==> src/design/n2ew_pkg.sv <==
// ----------------------------------------------------------------------------
// n2ew_pkg: shared types and constants for the number-to-words block
// Word codes, group arithmetic constants, controller states and the
// command/status structs between controller and datapath.
// ----------------------------------------------------------------------------
`default_nettype none

package n2ew_pkg;

    // Output token width and word codes
    localparam int WORD_W = 6;
    localparam logic [WORD_W-1:0] WORD_ZERO       = 6'd0;
    localparam logic [WORD_W-1:0] WORD_TENS_BASE  = 6'd18;
    localparam logic [WORD_W-1:0] WORD_HUNDRED    = 6'd28;
    localparam logic [WORD_W-1:0] WORD_SCALE_BASE = 6'd28;

    // Base-1000 groups: seven cover a 64-bit value
    localparam int MAX_GROUPS = 7;
    localparam int IDX_W      = $clog2(MAX_GROUPS);
    localparam int GRP_W      = 10;
    localparam logic [GRP_W:0]   GRP_BASE = 11'd1000;
    localparam logic [GRP_W-1:0] GRP_HALF = 10'd500;

    // Value bits folded into the groups per conversion cycle
    localparam int STEP_BITS = 4;

    // Digit split widths and reciprocal constants
    localparam int HUND_W = 4;
    localparam int REM_W  = 7;
    localparam int DIG_W  = 4;
    localparam logic [GRP_W-1:0] GRP_HUNDRED = 10'd100;
    localparam logic [5:0]       RECIP_100   = 6'd41;   // 41 / 2^12 ~ 1/100
    localparam int               RECIP_100_SH = 12;
    localparam logic [6:0]       RECIP_10    = 7'd103;  // 103 / 2^10 ~ 1/10
    localparam int               RECIP_10_SH = 10;
    localparam logic [REM_W-1:0] REM_TEN     = 7'd10;
    localparam logic [REM_W-1:0] REM_TWENTY  = 7'd20;

    // Controller states
    typedef enum logic [3:0] {
        ST_IDLE,
        ST_CONV,
        ST_CHECK,
        ST_ZERO,
        ST_SEEK,
        ST_HDIGIT,
        ST_HWORD,
        ST_TENS,
        ST_UNITS,
        ST_SCALE
    } state_t;

    // Which word the datapath puts in the output register
    typedef enum logic [2:0] {
        WSEL_ZERO,
        WSEL_HDIGIT,
        WSEL_HUNDRED,
        WSEL_TEEN,
        WSEL_TENS,
        WSEL_UNITS,
        WSEL_SCALE
    } wsel_t;

    typedef struct packed {
        logic  load;     // take a new value, clear groups
        logic  conv;     // fold the next bits into the groups
        logic  shift;    // move the next lower group to the top
        logic  decode;   // split the top group into hundreds and rest
        logic  emit;     // load the output register
        logic  last;     // last flag of the emitted item
        wsel_t wsel;
    } dp_cmd_t;

    typedef struct packed {
        logic conv_done;
        logic all_zero;
        logic top_zero;
        logic top_hund;
        logic lower_zero;
        logic idx_zero;
        logic r_zero;
        logic r_teen;
        logic u_zero;
        logic out_free;
    } dp_stat_t;

endpackage

`default_nettype wire

==> src/design/number_to_english_words.sv <==
// ----------------------------------------------------------------------------
// number_to_english_words: English name of an unsigned value as word items
// One input item (value) gives a run of output items (word, last), one word
// per item, most significant group first; last marks the final word.
// Usage:
//  - Input channel in_valid/in_stall/value. A value is taken when in_valid
//    is high and in_stall low; in_stall is high while a value is worked on.
//  - Output channel out_valid/out_stall/word/last. One output register holds
//    the word being offered; the next value is taken while the final word of
//    the previous one still waits in it.
//  - Sequence: shift-and-double conversion (four bits per cycle), a check
//    state, then per group visited a seek step that skips or decodes it and
//    one emit step per word; a zero value goes from the check state to its
//    single word. A value is named in up to 31 words at VALUE_BITS = 64.
//  - A stalled receiver holds the current word and the sequencer waits.
//  - Reset clears the controller and the output valid; no value is pending.
// ----------------------------------------------------------------------------
`default_nettype none

module number_to_english_words
    import n2ew_pkg::*;
#(
    parameter int VALUE_BITS = 64
) (
    input  wire logic                  clk,
    input  wire logic                  rst_n,
    input  wire logic                  in_valid,
    output logic                       in_stall,
    input  wire logic [VALUE_BITS-1:0] value,
    output logic                       out_valid,
    input  wire logic                  out_stall,
    output logic [WORD_W-1:0]          word,
    output logic                       last
);

    dp_cmd_t  cmd;
    dp_stat_t stat;

    // Sequencer
    n2ew_ctrl u_ctrl (
        .clk      (clk),
        .rst_n    (rst_n),
        .in_valid (in_valid),
        .in_stall (in_stall),
        .stat     (stat),
        .cmd      (cmd)
    );

    // Group conversion, digit split and output register
    n2ew_dp #(
        .VALUE_BITS (VALUE_BITS)
    ) u_dp (
        .clk       (clk),
        .rst_n     (rst_n),
        .value     (value),
        .cmd       (cmd),
        .stat      (stat),
        .out_stall (out_stall),
        .out_valid (out_valid),
        .word      (word),
        .last      (last)
    );

endmodule

`default_nettype wire

==> src/design/n2ew_dp.sv <==
// ----------------------------------------------------------------------------
// n2ew_dp: datapath of the number-to-words block
// Converts the value into base-1000 groups by shift-and-double, splits the
// top group into digits and holds the output item register.
// ----------------------------------------------------------------------------
`default_nettype none

module n2ew_dp
    import n2ew_pkg::*;
#(
    parameter int VALUE_BITS = 64
) (
    input  wire logic                  clk,
    input  wire logic                  rst_n,
    input  wire logic [VALUE_BITS-1:0] value,
    input  wire dp_cmd_t               cmd,
    output dp_stat_t                   stat,
    input  wire logic                  out_stall,
    output logic                       out_valid,
    output logic [WORD_W-1:0]          word,
    output logic                       last
);

    localparam int PAD_BITS   = ((VALUE_BITS + STEP_BITS - 1) / STEP_BITS) * STEP_BITS;
    localparam int CONV_STEPS = PAD_BITS / STEP_BITS;
    localparam int CNT_W      = $clog2(CONV_STEPS);

    logic [PAD_BITS-1:0] bits_reg, bits_next;
    logic [CNT_W-1:0]    cnt_reg, cnt_next;
    logic [GRP_W-1:0]    grp_reg [MAX_GROUPS];
    logic [GRP_W-1:0]    grp_next [MAX_GROUPS];
    logic [GRP_W-1:0]    grp_dbl [MAX_GROUPS];
    logic [IDX_W-1:0]    idx_reg, idx_next;
    logic [HUND_W-1:0]   h_reg;
    logic [REM_W-1:0]    r_reg;

    logic [15:0]         prod_h;
    logic [HUND_W-1:0]   h_dec;
    logic [GRP_W-1:0]    r_dec;
    logic [13:0]         prod_t;
    logic [DIG_W-1:0]    tens_dig;
    logic [REM_W-1:0]    units_full;
    logic [DIG_W-1:0]    units_dig;
    logic [WORD_W-1:0]   word_sel;
    logic                lower_zero;

    logic                valid_reg, valid_next;
    logic [WORD_W-1:0]   word_reg;
    logic                last_reg;

    // Fold STEP_BITS value bits, MSB first, into the groups by doubling.
    // The carry out of a group depends only on its old value being >= 500.
    always_comb
    begin
        logic [GRP_W-1:0] tmp   [MAX_GROUPS];
        logic             carry [MAX_GROUPS];
        logic [GRP_W:0]   sum;
        tmp = grp_reg;
        sum = '0;
        for (int s = 0; s < STEP_BITS; s++)
        begin
            for (int i = 0; i < MAX_GROUPS; i++)
            begin
                if (i == 0)
                    carry[i] = bits_reg[PAD_BITS-1-s];
                else
                    carry[i] = (tmp[i-1] >= GRP_HALF);
            end
            for (int i = 0; i < MAX_GROUPS; i++)
            begin
                sum = {tmp[i], carry[i]};
                if (sum >= GRP_BASE)
                    sum = sum - GRP_BASE;
                tmp[i] = sum[GRP_W-1:0];
            end
        end
        grp_dbl = tmp;
    end

    // Next values of value shifter, step counter, groups and scale index
    always_comb
    begin
        bits_next = bits_reg;
        cnt_next  = cnt_reg;
        grp_next  = grp_reg;
        idx_next  = idx_reg;
        if (cmd.load)
        begin
            bits_next = PAD_BITS'(value);
            cnt_next  = '0;
            idx_next  = IDX_W'(MAX_GROUPS - 1);
            for (int i = 0; i < MAX_GROUPS; i++)
                grp_next[i] = '0;
        end
        else if (cmd.conv)
        begin
            bits_next = bits_reg << STEP_BITS;
            cnt_next  = cnt_reg + 1'b1;
            grp_next  = grp_dbl;
        end
        else if (cmd.shift)
        begin
            for (int i = MAX_GROUPS - 1; i > 0; i--)
                grp_next[i] = grp_reg[i-1];
            grp_next[0] = '0;
            idx_next    = idx_reg - 1'b1;
        end
    end

    always_ff @(posedge clk or negedge rst_n)
    begin
        if (!rst_n)
        begin
            cnt_reg <= '0;
            idx_reg <= '0;
        end
        else
        begin
            cnt_reg <= cnt_next;
            idx_reg <= idx_next;
        end
    end

    always_ff @(posedge clk)
    begin
        bits_reg <= bits_next;
        grp_reg  <= grp_next;
    end

    // Split the top group: hundreds digit and remainder below 100
    assign prod_h = 16'(grp_reg[MAX_GROUPS-1]) * 16'(RECIP_100);
    assign h_dec  = prod_h[RECIP_100_SH +: HUND_W];
    assign r_dec  = grp_reg[MAX_GROUPS-1] - GRP_W'(h_dec) * GRP_HUNDRED;

    always_ff @(posedge clk)
    begin
        if (cmd.decode)
        begin
            h_reg <= h_dec;
            r_reg <= r_dec[REM_W-1:0];
        end
    end

    // Tens and units digits of the remainder
    assign prod_t     = 14'(r_reg) * 14'(RECIP_10);
    assign tens_dig   = prod_t[RECIP_10_SH +: DIG_W];
    assign units_full = r_reg - REM_W'(tens_dig) * REM_TEN;
    assign units_dig  = units_full[DIG_W-1:0];

    // Pick the word code for the item being emitted
    always_comb
    begin
        unique case (cmd.wsel)
            WSEL_ZERO:    word_sel = WORD_ZERO;
            WSEL_HDIGIT:  word_sel = WORD_W'(h_reg);
            WSEL_HUNDRED: word_sel = WORD_HUNDRED;
            WSEL_TEEN:    word_sel = WORD_W'(r_reg);
            WSEL_TENS:    word_sel = WORD_TENS_BASE + WORD_W'(tens_dig);
            WSEL_UNITS:   word_sel = WORD_W'(units_dig);
            WSEL_SCALE:   word_sel = WORD_SCALE_BASE + WORD_W'(idx_reg);
            default:      word_sel = WORD_ZERO;
        endcase
    end

    // Output item register: load on emit, drop when taken
    always_comb
    begin
        valid_next = valid_reg && out_stall;
        if (cmd.emit)
            valid_next = 1'b1;
    end

    always_ff @(posedge clk or negedge rst_n)
    begin
        if (!rst_n)
            valid_reg <= 1'b0;
        else
            valid_reg <= valid_next;
    end

    always_ff @(posedge clk)
    begin
        if (cmd.emit)
        begin
            word_reg <= word_sel;
            last_reg <= cmd.last;
        end
    end

    // Status toward the controller
    always_comb
    begin
        lower_zero = 1'b1;
        for (int i = 0; i < MAX_GROUPS - 1; i++)
            if (grp_reg[i] != '0)
                lower_zero = 1'b0;
    end

    assign stat.conv_done  = (cnt_reg == CNT_W'(CONV_STEPS - 1));
    assign stat.top_zero   = (grp_reg[MAX_GROUPS-1] == '0);
    assign stat.top_hund   = (grp_reg[MAX_GROUPS-1] >= GRP_HUNDRED);
    assign stat.lower_zero = lower_zero;
    assign stat.all_zero   = lower_zero && stat.top_zero;
    assign stat.idx_zero   = (idx_reg == '0);
    assign stat.r_zero     = (r_reg == '0);
    assign stat.r_teen     = (r_reg < REM_TWENTY);
    assign stat.u_zero     = (units_dig == '0);
    assign stat.out_free   = !valid_reg || !out_stall;

    assign out_valid = valid_reg;
    assign word      = word_reg;
    assign last      = last_reg;

endmodule

`default_nettype wire

==> src/design/n2ew_ctrl.sv <==
// ----------------------------------------------------------------------------
// n2ew_ctrl: controller of the number-to-words block
// Sequences conversion, group search and the word items of each group.
// ----------------------------------------------------------------------------
`default_nettype none

module n2ew_ctrl
    import n2ew_pkg::*;
(
    input  wire logic     clk,
    input  wire logic     rst_n,
    input  wire logic     in_valid,
    output logic          in_stall,
    input  wire dp_stat_t stat,
    output dp_cmd_t       cmd
);

    state_t state_reg, state_next;

    // State register
    always_ff @(posedge clk or negedge rst_n)
    begin
        if (!rst_n)
            state_reg <= ST_IDLE;
        else
            state_reg <= state_next;
    end

    // Next state and datapath commands
    always_comb
    begin
        state_next = state_reg;
        cmd        = '0;
        cmd.wsel   = WSEL_ZERO;
        in_stall   = 1'b1;
        unique case (state_reg)
            ST_IDLE:
            begin
                in_stall = 1'b0;
                if (in_valid)
                begin
                    cmd.load   = 1'b1;
                    state_next = ST_CONV;
                end
            end
            ST_CONV:
            begin
                cmd.conv = 1'b1;
                if (stat.conv_done)
                    state_next = ST_CHECK;
            end
            ST_CHECK:
            begin
                state_next = stat.all_zero ? ST_ZERO : ST_SEEK;
            end
            ST_ZERO:
            begin
                if (stat.out_free)
                begin
                    cmd.emit   = 1'b1;
                    cmd.last   = 1'b1;
                    cmd.wsel   = WSEL_ZERO;
                    state_next = ST_IDLE;
                end
            end
            ST_SEEK:
            begin
                // skip zero groups, split the first nonzero one
                if (stat.top_zero)
                    cmd.shift = 1'b1;
                else
                begin
                    cmd.decode = 1'b1;
                    state_next = stat.top_hund ? ST_HDIGIT : ST_TENS;
                end
            end
            ST_HDIGIT:
            begin
                if (stat.out_free)
                begin
                    cmd.emit   = 1'b1;
                    cmd.wsel   = WSEL_HDIGIT;
                    state_next = ST_HWORD;
                end
            end
            ST_HWORD:
            begin
                if (stat.out_free)
                begin
                    cmd.emit = 1'b1;
                    cmd.wsel = WSEL_HUNDRED;
                    cmd.last = stat.r_zero && stat.idx_zero;
                    if (!stat.r_zero)
                        state_next = ST_TENS;
                    else
                        state_next = stat.idx_zero ? ST_IDLE : ST_SCALE;
                end
            end
            ST_TENS:
            begin
                if (stat.out_free)
                begin
                    cmd.emit = 1'b1;
                    if (stat.r_teen)
                    begin
                        cmd.wsel   = WSEL_TEEN;
                        cmd.last   = stat.idx_zero;
                        state_next = stat.idx_zero ? ST_IDLE : ST_SCALE;
                    end
                    else
                    begin
                        cmd.wsel = WSEL_TENS;
                        cmd.last = stat.u_zero && stat.idx_zero;
                        if (!stat.u_zero)
                            state_next = ST_UNITS;
                        else
                            state_next = stat.idx_zero ? ST_IDLE : ST_SCALE;
                    end
                end
            end
            ST_UNITS:
            begin
                if (stat.out_free)
                begin
                    cmd.emit   = 1'b1;
                    cmd.wsel   = WSEL_UNITS;
                    cmd.last   = stat.idx_zero;
                    state_next = stat.idx_zero ? ST_IDLE : ST_SCALE;
                end
            end
            ST_SCALE:
            begin
                if (stat.out_free)
                begin
                    cmd.emit = 1'b1;
                    cmd.wsel = WSEL_SCALE;
                    cmd.last = stat.lower_zero;
                    if (stat.lower_zero)
                        state_next = ST_IDLE;
                    else
                    begin
                        cmd.shift  = 1'b1;
                        state_next = ST_SEEK;
                    end
                end
            end
            default:
            begin
                state_next = ST_IDLE;
            end
        endcase
    end

endmodule

`default_nettype wire

==> config.mk <==
export PLATFORM = sky130hd
export DESIGN_NAME = number_to_english_words
export DESIGN_NICKNAME = d
export VERILOG_FILES = /design/src/design/n2ew_pkg.sv /design/src/design/number_to_english_words.sv /design/src/design/n2ew_dp.sv /design/src/design/n2ew_ctrl.sv
export SDC_FILE = /design/constraint.sdc
export NUM_CORES = 1
export LEC_CHECK = 0
export BUFFER_PORTS_ARGS = -buffer_cell sky130_fd_sc_hd__buf_2
export CAP_MARGIN = 20
export CORE_MARGIN = 2
export CORE_UTILIZATION = 50
export DETAILED_ROUTE_END_ITERATION = 10
export PLACE_DENSITY = 0.67
export SYNTH_ARGS = -nofsm -noshare
export SYNTH_HDL_FRONTEND = slang
export SYNTH_SLANG_ARGS = --single-unit
==> constraint.sdc <==
create_clock -name clk -period 9.2 [get_ports clk]
set_input_delay 1.84 -clock clk [delete_from_list [all_inputs] [get_ports clk]]
set_output_delay 1.84 -clock clk [all_outputs]
set_load 0.05 [all_outputs]
Yosys cells after proc, flatten, opt, wreduce, memory -nomap -nowiden
Index checks and enable logic that the tools add are counted.
Operators by class
  add/subtract/negate cells: 34
  multiply operators: 4
  order comparisons: 54
  eq/ne operators: 26
  mux-type cells: 83
  reduce and logical (&&, ||, !) cells: 23
Operators by type and width (number)
  $ge A11 B10 Y1 const B: 28
  $mux W10: 28
  $sub A10 B10 Y10 const B: 28
  $ge A10 B9 Y1 const B: 24
  $mux W70: 2
  $mux W64: 2
  $mux W4: 16
  $reduce_bool A10 Y1: 6
  $pmux W4 S10: 1
  $pmux W6 S6: 1
  $mux W5: 5
  $mux W1: 18
  $ne A2 B2 Y1 const B: 9
  $pmux W3 S6: 1
  $eq A4 B3 Y1 const B: 4
  $mul A10 B6 Y16 const B: 1
  $mux W3: 5
  $mul A7 B7 Y14 const B: 1
  $eq A4 B4 Y1 const B: 3
  $ge A10 B7 Y1 const B: 1
  $logic_not A10 Y1: 1
  $eq A3 B3 Y1 const B: 3
  $reduce_and A9 Y1: 1
  $eq A4 B2 Y1 const B: 2
  other kinds (25): 33
Storage, ports and cells
  flip-flop bits (word level): 164
  word-level logic and storage cells: 240

Logic depth before layout (Yosys ltp)
  word-level depth: 13
  mapped depth: 32

By module
Synthesis repeated with hierarchy kept, for this count alone.
Unflattened totals
  cell total of the unflattened synthesis: 2147
  area, all modules: 17897.2 um^2
By module, submodules not included
  n2ew_dp: instances 1, cells an instance 2059, area an instance 17305.3 um^2, seq. area each 4063.9 um^2
  n2ew_ctrl: instances 1, cells an instance 88, area an instance 591.8 um^2, seq. area each 100.1 um^2

Worst setup path after synthesis
Ideal clock, no wire load.
  path kind: flip-flop to flip-flop
  start point: register u_dp.grp_reg[52] in the netlist's numbering
  end point: register u_dp.grp_reg[34] in the netlist's numbering
  setup time: 0.116 ns
  arrival time: 6.478 ns
  required time: 9.084 ns
  path slack: 2.606 ns
  cell stages (with the launch flop): 30
  path buffers: 3
  cells stage by stage: dfxtp_1 clkbuf_1 inv_1 ha_1 nor2b_1 a211oi_1 o32ai_2 o21a_1 inv_1 ha_1 a21oi_2 a41oi_2 o21a_1 buf_6 xnor2_2 inv_1 ha_1 or3_1 o31ai_1 a221oi_1 and2_1 buf_6 xnor2_1 ha_1 or2_2 o41ai_4 a31oi_4 a31o_2 mux2_4 o22ai_2
Between the ends
  cells in the longest elaborated chain, start to end: 11
  elaborated cells on any way between the ends: 41
  those cells by class: add/sub: 8; order compare: 14; mux: 17; reduce/logical: 2
RTL lines
  start, declared: line n2ew_dp.sv:30  | logic [GRP_W-1:0] grp_reg [MAX_GROUPS];
  start signal, assigned: line n2ew_dp.sv:127  | grp_reg <= grp_next;
  $sub A10 B10 Y10, or another cell as far along: line n2ew_dp.sv:73  | sum = sum - GRP_BASE;
  $mux W10, or another cell as far along: line n2ew_dp.sv:72  | if (sum >= GRP_BASE)
  $ge A10 B9 Y1, or another cell as far along: line n2ew_dp.sv:67  | carry[i] = (tmp[i-1] >= GRP_HALF);
  $sub A10 B10 Y10, or another cell as far along: line n2ew_dp.sv:73
  $mux W10, or another cell as far along: line n2ew_dp.sv:72
  $ge A10 B9 Y1, or another cell as far along: line n2ew_dp.sv:67
  $sub A10 B10 Y10, or another cell as far along: line n2ew_dp.sv:73
  $mux W10 / $ge A10 B9 Y1 (equally long branches): line n2ew_dp.sv:72, n2ew_dp.sv:67
  $sub A10 B10 Y10 / $ge A11 B10 Y1 (equally long branches): line n2ew_dp.sv:73, n2ew_dp.sv:72
  $mux W10: line n2ew_dp.sv:72
  $mux W70: line n2ew_dp.sv:95  | else if (cmd.conv)
Several ways; a longest one is shown, not always the timed one.
A chain may end at the register's enable or synchronous reset.

Worst setup path in the final report
  start point: register u_dp.grp_reg[62] in the netlist's numbering
  end point: register u_dp.grp_reg[38] in the netlist's numbering
Between the ends
  cells in the longest elaborated chain, start to end: 12
  elaborated cells on any way between the ends: 39
  those cells by class: add/sub: 7; order compare: 13; mux: 17; reduce/logical: 2
RTL lines (line)
  $sub A10 B10 Y10, or another cell as far along: n2ew_dp.sv:73
  $mux W10, or another cell as far along: n2ew_dp.sv:72
  $ge A10 B9 Y1 / $mux W10 (equally long branches): n2ew_dp.sv:67, n2ew_dp.sv:72
  $sub A10 B10 Y10, or another cell as far along: n2ew_dp.sv:73
  $mux W10, or another cell as far along: n2ew_dp.sv:72
  $ge A10 B9 Y1 / $mux W10 (equally long branches): n2ew_dp.sv:67, n2ew_dp.sv:72
  $sub A10 B10 Y10, or another cell as far along: n2ew_dp.sv:73
  $mux W10, or another cell as far along: n2ew_dp.sv:72
  $ge A10 B9 Y1 / $mux W10 (equally long branches): n2ew_dp.sv:67, n2ew_dp.sv:72
  $sub A10 B10 Y10 / $ge A11 B10 Y1 (equally long branches): n2ew_dp.sv:73, n2ew_dp.sv:72
  $mux W10: n2ew_dp.sv:72
  $mux W70: n2ew_dp.sv:95
Several ways; a longest one is shown, not always the timed one.

==> results by group <==
Outcome
  – Status: finished, final reports clean

STA
  – F_max: 0.127 GHz
  – Slew of the pin with the lowest slew margin: 1130 ps
  – Final setup TNS: 0 ps
  – Relative slew margins: about a quarter
  – Unrepaired setup endpoints after global routing: no
  – Skew final: 12.5 ps
  – Min Tclk post-route: 7870 ps
  – Fin. max-slew vios: 0
  – Fin crit share: 85.5%
  – Final count of negative-setup-slack endpoints: 0
  – Final hold vios: 0

Placed design
  – Detailed placer's ending HPWL: 36800 um
  – Placer Congestion: 0.954
  – IO buf count: 76

Logic synthesis
  – Yosys reg bits: 164
  – Mapped Area: 0.0175 mm2
  – Yosys top cell area share: roughly 14%
  – Yosys warns: 0
  – Syn_nets: 2498
  – Post-synth cell types: 105
  – Yosys top cell by area: edfxtp_1
  – Synth top area cells: edfxtp_1, ha_1, nand2_1
  – EDFF count, synth: 82
  – Syn avg cell area: 7.66 um2
  – Asr flop ratio synth: 7.32%
  – Most used DFF post-synth: edfxtp_1
  – Sequential area share after synthesis: between 20% and 30%
  – Cells after Synth: 2280

Clock network
  – CTS Buf Count: 17
  – CTS tree: done
  – CTS Buffer Depth: 2
  – Worst-path clk slew: 70 ps
  – Clock insertion delay at the later pin of the skew report: 440 ps
  – Post-CTS Hold Buffers: 0
  – Post-CTS setup buffers: 0
  – PostCTS Resize Cnt: 0
  – Clock tree sinks: between 150 and 200
  – H-tree Lvls: 4
  – Root buf cell: clkbuf_16

Critical path
  – Delay-heaviest family, CP: compound AO/OA/AOI/OAI gates
  – Max stage delay on crit path: 510 ps
  – CP max FO: 11
  – CP max stage cell: o31ai_1
  – CP arrival: 8150 ps
  – Startpoint types: register
  – Buffers & Inverters on Critical Path: 2
  – Critical Path Most Common Cell: ha_1
  – Crit path kind: register to register
  – CP required: 9490 ps
  – Endpoint class of the critical path: register

Detailed routing
  – Pre-Repair DR Iteration Count: 6
  – Via Count: 17000
  – Post-detailed-routing wire length: between 40000 and 50000 um
  – ANT nets after route: 0
  – DRC viols: 0
  – Number of vias per cell: about 6.2
  – Initial DRC count: 1482
  – Wire per inst: 18.2 um

Floorplan
  – Die Ht: approximately 190 um
  – Die area: 0.0364 mm2
  – Chip width: 191 um
  – Cell Rows: 68
  – Core Area: 0.0345 mm2
  – Starting Density: about 50%
  – Ports: between 70 and 80

GRT
  – Number of global-route vias before repair: 15900
  – All-Layer GR Usage: a little over a quarter
  – First-pass GRT wire length: 80600 um
  – Largest net degree at the start of global routing: 85
  – Initial antenna violation count: 0
  – Global route overflow: 0

Final layout
  – Final-stage net count: roughly 2500
  – Highest-count cells in the layout ignoring fill and taps: nand2_1, nor2_1, inv_1
  – Fill cells: ~3300
  – Ant diodes: 0
  – Area grow syn2layout: 6.74%
  – Share of cells above drive strength 1: 8.68%
  – Largest register FFs: 70
  – Leading cell type in the layout, fill and taps excluded: nand2_1

Worst hold path
  – Min-Delay Path Class: register to register

Job
  – Max Cap Viol: 0
cell type report:
| type | count | area [um2] | area share, % |
|---|---|---|---|
| well taps | 455 | 569 | 3.05 |
| inverters | 140 | 526 | 2.82 |
| flip-flops and latches | 164 | 4160 | 22.3 |
| multi-input cells | 1856 | 12300 | 66.1 |
| clock inverters | 13 | 148 | 0.792 |
| repair buffers | 88 | 470 | 2.52 |
| clock buffers | 19 | 433 | 2.32 |
synth_stat cells (24+ instances only):
library cell and instances:
dfxtp_1 70, nand2_1 380, nor2_1 174, a211oi_1 41, edfxtp_1 82, o21a_1 24, and3_1 25, nor3_1 48
xor2_1 32, clkbuf_1 106, xnor2_1 92, o21ai_0 117, ha_1 136, a21oi_1 127, a31oi_1 39, o211ai_1 24
mux2i_1 40, nor4_1 29, nand3_1 63, nand4_1 26, nor2b_1 26, inv_1 139, o31ai_1 26, a21o_1 29
worst paths after layout:
kind / endpoint / from / slack [ps] / cells after the start
max in group asynchronous: u_dp.cnt_reg[3]$_DFFE_PN0P_ / rst_n / 7690 / 1
setup reg to reg: u_dp.grp_reg[38]$_SDFFE_PP0P_ / u_dp.grp_reg[62]$_SDFFE_PP0P_ / 1330 / 26
hold reg to reg: u_dp.grp_reg[60]$_SDFFE_PP0P_ / u_dp.bits_reg[60]$_DFFE_PP_ / 510 / 2
setup / recovery: u_dp.grp_reg[38]$_SDFFE_PP0P_ / u_dp.grp_reg[62]$_SDFFE_PP0P_ / 1330 / 26
hold / removal: u_dp.grp_reg[60]$_SDFFE_PP0P_ / u_dp.bits_reg[60]$_DFFE_PP_ / 510 / 2
min in group asynchronous: u_ctrl.state_reg[0]$_DFFE_PN0P_ / rst_n / 1280 / 1
routing by layer:
metal  part of all wire, %  GRT usage (%)
met5                     0              0
met4                   3.6           11.8
met3                   5.6           3.11
met2                    48           45.7
met1                    43           35.5
kinds of logic (layout without fill, tap and decap cells):
group	after synthesis	after routing	share of synthesized area, %
and+or+nand+nor	915	915	25.0
AOI/OAI and AO/OA	615	615	24.6
buffers and inverters	260	260	5.80
DFF	164	164	23.8
adders and majority gates	150	150	11.4
xor gates and xnor gates	125	125	6.31
muxes	51	51	3.09
worst reg2reg max path: stages, from the launching register on:
cell      delay [ps]
dfxtp_1          490
ha_1             190
or3b_1           350
a211oi_1         460
o21a_1           400
xnor2_1          210
inv_1            110
ha_1             320
o31a_1           180
o31ai_1          510
o21a_1           460
xnor2_2          200
inv_1            120
ha_1             270
or3_1            390
o31ai_1          400
a221oi_1         290
and2_1           350
xnor2_1          410
ha_1             330
or2_2            170
o41ai_4          100
a31oi_4          320
a31o_2           290
nand4b_1         140
xnor2_1          160
o22ai_1           90
metrics by stage:
| stage | worst slack (ps) | hold WS (ps) | util (%) | std cells | area, um2 |
|---|---|---|---|---|---|
| finish | 1330 | 510 | 54.1 | 2735 | 18600 |
| global route | 672 | 539 | 54.1 | 2735 | 18600 |
| floorplan | 2610 | 425 | - | 2280 | 17500 |
| detailed placement | 1540 | 480 | 52.4 | 2702 | 18000 |
| global placement | 1740 | 492 | 52.4 | 2702 | 18000 |
| CTS | 1480 | 514 | 54.1 | 2734 | 18600 |
Power is left out: the tool's default activity adds up to more than one toggle a clock period on the data nets, which glitch-free logic cannot reach.
